## src/rtl/ptme_pkg.sv

```systemverilog
`default_nettype none

package ptme_pkg;

    // Pool geometry. PAGE_W and NFP_W follow from the pool size, ADDR_W from PAGE_W and IDX_W.
    localparam int POOL_PAGES = 16;
    localparam int PAGE_W     = (POOL_PAGES > 1) ? $clog2(POOL_PAGES) : 1;
    localparam int NFP_W      = $clog2(POOL_PAGES + 1);
    localparam int IDX_W      = 9;
    localparam int ADDR_W     = PAGE_W + IDX_W;

    // Fixed field widths.
    localparam int PFN_W      = 36;
    localparam int VA_W       = 48;
    localparam int PA_W       = 64;
    localparam int DESC_W     = 64;
    localparam int STATUS_W   = 2;
    localparam int PUSED_W    = 5;
    localparam int PAGE_SH    = 12;

    // Descriptor attribute bits.
    localparam logic [DESC_W-1:0] DESC_TABLE = 64'h0000_0000_0000_0403;
    localparam logic [DESC_W-1:0] DESC_BLOCK = 64'h0000_0000_0000_0401;
    localparam logic [DESC_W-1:0] DESC_PAGE  = 64'h0000_0000_0000_0407;

    // Second block entry of the level-2 table written by init.
    localparam logic [IDX_W-1:0] BLOCK_IDX_HI = 9'd128;

    localparam logic [PFN_W-1:0] POOL_BASE_RESET = 36'd4;

    // Result status codes.
    localparam logic [STATUS_W-1:0] ST_OK      = 2'd0;
    localparam logic [STATUS_W-1:0] ST_NO_INIT = 2'd1;
    localparam logic [STATUS_W-1:0] ST_FULL    = 2'd2;
    localparam logic [STATUS_W-1:0] ST_OUTSIDE = 2'd3;

    // Request kinds.
    localparam logic KIND_INIT = 1'b0;
    localparam logic KIND_MAP  = 1'b1;

    // Operation for the shared frame-number unit.
    typedef struct packed {
        logic             sub;   // 1: a - base (pool-relative index), 0: a + base
        logic [PFN_W-1:0] a;
    } pfn_op_t;

    typedef struct packed {
        logic [PFN_W-1:0] res;
        logic             in_pool; // res names an already allocated page
    } pfn_res_t;

    // Nine-bit table index of a virtual address for walk levels 0 to 3.
    function automatic logic [IDX_W-1:0] va_slice(input logic [VA_W-1:0] va,
                                                  input logic [1:0] level);
        logic [IDX_W-1:0] s;
        case (level)
            2'd0:    s = va[47:39];
            2'd1:    s = va[38:30];
            2'd2:    s = va[29:21];
            default: s = va[20:12];
        endcase
        return s;
    endfunction

endpackage

`default_nettype wire

```

## src/rtl/ptme_pfn_unit.sv

```systemverilog
`default_nettype none

// Shared 36-bit frame-number adder. Turns pool page indexes into frame
// numbers and frame numbers back into pool-relative indexes, with the
// check that the index names a page already handed out.
module ptme_pfn_unit (
    input  wire ptme_pkg::pfn_op_t               op,
    input  wire logic [ptme_pkg::PFN_W-1:0]      base,
    input  wire logic [ptme_pkg::NFP_W-1:0]      nfp,
    output ptme_pkg::pfn_res_t                   res
);

    logic [ptme_pkg::PFN_W-1:0] b_opnd;
    logic [ptme_pkg::PFN_W-1:0] sum;

    assign b_opnd = op.sub ? ~base : base;
    assign sum    = op.a + b_opnd + ptme_pkg::PFN_W'(op.sub);

    assign res.res     = sum;
    assign res.in_pool = (sum < ptme_pkg::PFN_W'(nfp));

endmodule

`default_nettype wire
```

## config.mk

```make
export PLATFORM = sky130hd
export DESIGN_NAME = ptme_pfn_unit
export DESIGN_NICKNAME = d
export VERILOG_FILES = /design/src/rtl/ptme_pkg.sv /design/src/rtl/ptme_pfn_unit.sv
export SDC_FILE = /design/constraint.sdc
export NUM_CORES = 1
export LEC_CHECK = 0
export BUFFER_PORTS_ARGS = -buffer_cell sky130_fd_sc_hd__buf_2
export CAP_MARGIN = 40
export CORE_UTILIZATION = 46
export DETAILED_ROUTE_END_ITERATION = 10
export PLACE_DENSITY_LB_ADDON = 0.05
export SLEW_MARGIN = 20
export SYNTH_ARGS = -nofsm -noshare
export SYNTH_HDL_FRONTEND = slang
export SYNTH_SLANG_ARGS = --single-unit
```

## constraint.sdc

```tcl
create_clock -name vclk -period 5.4
set_clock_uncertainty 0.1 [all_clocks]
set_input_delay 1.08 -clock vclk [all_inputs]
set_output_delay 1.08 -clock vclk [all_outputs]
set_load 0.03 [all_outputs]
```

Word level (Yosys, flattened, before mapping)
Index checks and enable logic that the tools add are counted.
{"block": "op_classes", "n_mul": 0, "n_eq_ne": 0, "n_lt_le_gt_ge": 1, "n_reduce_logical": 0, "div_mod_pow": 0, "add_sub_neg": 2, "n_mux": 1, "n_bitwise": 1, "shifts": 0}
{"cell": "$add A36 B1 Y36", "count": 1}
{"cell": "$add A36 B36 Y36", "count": 1}
{"cell": "$lt A36 B5 Y1", "count": 1}
{"cell": "$mux W36", "count": 1}
{"cell": "$not A36 Y36", "count": 1}
{"block": "word_totals", "inputBits": 78, "ram_bits": 0, "memories": 0, "latchBits": 0, "out_inout_bits": 37, "ff_bits": 0, "wordCells": 5, "rom_bits": 0}

Depth between registers and ports, before layout
{"block": "depth", "depth_word": 5, "mapped_depth": 15, "ltp_nobuf": 13}

Worst setup path after synthesis
OpenSTA, ideal clock, no wires.
{"block": "synth_path", "path_kind": "input to output", "from": "input port op[36] (netlist name)", "to": "output port res[0] (netlist name)", "required_ps": 4220, "stages": 13, "slack_ps": -579, "path_buffers": 2, "arrival_ps": 4799, "cell_sequence": "buf_2 > buf_1 > xor2_1 > fa_1 > a211oi_1 > o21ai_1 > a22oi_1 > nand2b_1 > a21oi_2 > a211o_1 > xor2_1 > or4_4 > nor3_2"}
{"item": "from (decl)", "line": "ptme_pfn_unit.sv:7", "rtl": "input wire ptme_pkg::pfn_op_t op,"}
{"item": "to (decl)", "line": "ptme_pfn_unit.sv:10", "rtl": "output ptme_pkg::pfn_res_t res"}

==> impl_results.md <==
- Sequential Power Share: 0
- Worst setup margin: -0.02848 ns
- Nets@finish: 728
- Post-synthesis instance total: roughly 380
- Top-count cell post-synth: xor2_1
- Routed Antenna Nets: 0
- Unique masters post-synth: 63
- Vias in the first global route: 3601
- Seq/Total Area, Yosys: 0
- Met1 WL: between 4000 and 5000 µm
- DIE AREA: around 6200 µm²
- Slowest stage delay, CP: 0.36 ns
- First-pass GRT wire length: around 16000 µm
- # DRC: 0
- Total power: between 1 and 1.5 mW
- Iteration-0 DRC Markers: 250
- Rows: 27
- Yosys top cell by area: ha_1
- Failing checks: negative setup slack
- Unrepaired setup endpoints after global routing: true
- Fin. max-slew vios: 0
- Initial Utilization: 0.4857
- Share of layout cells above drive strength 1: 0.4828
- HP Class: in2out
- DR vias: between 3000 and 4000
- Ant diodes: 0
- Status: complete, but fails checks
- Final WL: 10220 µm
- Leakage: 2.377 nW
- Area contributors post-synth: ha_1 17%, xor2_1 15%, a21oi_1 7.3%, xnor2_1 5.5%, nand2_1 4.4%
- Crit path max fanout: 7
- Synth warn: 0
- Die W: 78.95 µm
- Tightest Pin Transition: roughly 0.36 ns
- Setup violators final: 1
- GRT overflow: 0
- Element type at the critical path end: output port
- Maximum capacitance violations: 0
- Post-DR vias/cell: ~5.6
- Top sig layer: met4
- Fin Hold WS: roughly 2.5 ns
- Clk pwr share: 0
- Final std cells w/o fill: around 680
- Switching Share: 0.5633
- Combinational share of power: 1.000
- Int Power: about 0.48 mW
- Detail Placement HPWL: roughly 8200 µm
- Total GRT Usage: 0.3195
- Max Clk Rate: 184.2 MHz
- Syn Area/Cell: just over 7 µm²
- P per Cell Area: between 200 and 250 nW/µm²
- Tcrit/Tclk final: 1.005
- Die Ht: 78.95 µm
- Filler cells: 413
- Worst setup path category: in2out
- Post-Syn Nets: around 500
- P_sw: roughly 0.6 mW
- Routed WL per cell: 15.01 µm
- Synth-to-Final Area Change: 69.09%
- I/O pins: between 100 and 150
- Critical Path, Cell by Cell: buf_8 -> bufbuf_16 -> xor2_1 -> ha_1 -> buf_4 -> o211ai_1 -> o211ai_1 -> buf_4 -> nand2_1 -> xnor2_1 -> nor4_2 -> nand4b_1 -> nor4_2 -> nand4b_1 -> nor3_4 -> buf_6
- Initial antenna violation count: 0
- Top cells by count, synth: 47 x xor2_1, 40 x a21oi_1, 38 x ha_1
- Largest net degree at the start of global routing: 11
- Tmin final: approximately 5.4 ns
- WL met3: between 700 and 800 µm
- Worst EP required: 4.22 ns
- GPL Wtd Cong: 0.9268
- Seq cells: 0
- DRT Pass-1 Iters: 5
- Area after DPL: between 4000 and 5000 µm²
- Cells after DPL: roughly 670
- Slowest cell on crit path: ha_1
- Worst EP arrival: about 4.3 ns
- Synthesized area: ~2700 µm²
- Share of the synthesized area in the top cell type: 0.1746
- Met2 Wirelength: around 5000 µm
- Clock buffers: 0
- Design area: between 4000 and 5000 µm²
- VDD IR max: roughly 0.16 mV
- CP Launch Type: input port
- Slew margin rel.: 0.7567
- Final count of hold timing violations: 0
- Number of buffers added on ports: ~120
- Hold_buf cts: 0
- CORE AREA: around 5600 µm²
- FF+latch area: 0 µm²
worst max-delay path, delay by kind of cell:
family / cells / cell delay, ns
xor+xnor: 2 / 0.32
compound gates: 2 / 0.37
fa+ha+maj: 1 / 0.36
buf+inv: 5 / 0.88
simple gates: 6 / 1.23
per-stage QoR:
stage	utilization	setup slack (ns)	TNS [ns]
after detailed placement	0.7552	-0.2586	-0.2586
after CTS	0.8039	0.001108	0
after global placement	0.7552	-0.2220	-0.2220
final	0.8213	-0.02848	-0.02848
after floorplan	-	0.02840	0
after global routing	0.8213	-0.1039	-0.1039
power by group through the flow:
| stage | Clock (mW) | Combinational, mW | Sequential (mW) |
|---|---|---|---|
| finish | 0 | 1.09 | 0 |
| global route | 0 | 1.16 | 0 |
| CTS | 0 | 1.05 | 0 |
| detailed placement | 0 | 0.995 | 0 |
| global placement | 0 | 0.981 | 0 |
| floorplan | 0 | 0.610 | 0 |
what timing repair did:
action                                  in CTS  in global routing
gates cloned                                 2                  0
endpoints found under the setup margin       1                  2
pin swaps                                   18                 13
buffers inserted                            10                  4
gates resized for setup                     34                 17
placed cells by master (no fill, tap or decap), types with 12 or more instances in the layout:
| cell type | count |
|---|---|
| buf_4 | 122 |
| buf_2 | 113 |
| xor2_1 | 43 |
| ha_1 | 37 |
| a21oi_1 | 32 |
| nand2_1 | 32 |
| nor2_1 | 23 |
| a21o_1 | 15 |
| xnor2_1 | 14 |
| inv_1 | 12 |
cell type report:
cell class / instances / area, µm² / share of cell area
inverters: 12 / 45.04 / 0.009780
multi-input cells: 354 / 2831 / 0.6148
well taps: 72 / 90.09 / 0.01956
repair buffers: 243 / 1639 / 0.3559
layer usage:
metal  up-vias  GRT usage
met2       171     0.5713
li1       1878          -
met4         0    0.04545
met5         -          0
met1      1780     0.4284
met3        15    0.01839
cells by family (layout without fill, tap and decap cells):
group / after synthesis / in the layout / synth area share
AO/OA/AOI/OAI: 133 / 133 / 0.3252
AND/OR/NAND/NOR: 114 / 114 / 0.2219
XOR/XNOR: 64 / 64 / 0.2058
adder cells (fa/ha/maj): 39 / 39 / 0.1819
buffers and inverters: 28 / 255 / 0.05006
multiplexers: 4 / 4 / 0.01516
worst paths after layout:
check,cells after the start,endpoint,startpoint,slack [ns]
setup / recovery,16,res[0],op[36],-0.03
hold / removal,4,res[1],op[0],2.49
No activity file was read; power rests on OpenSTA's default activity.
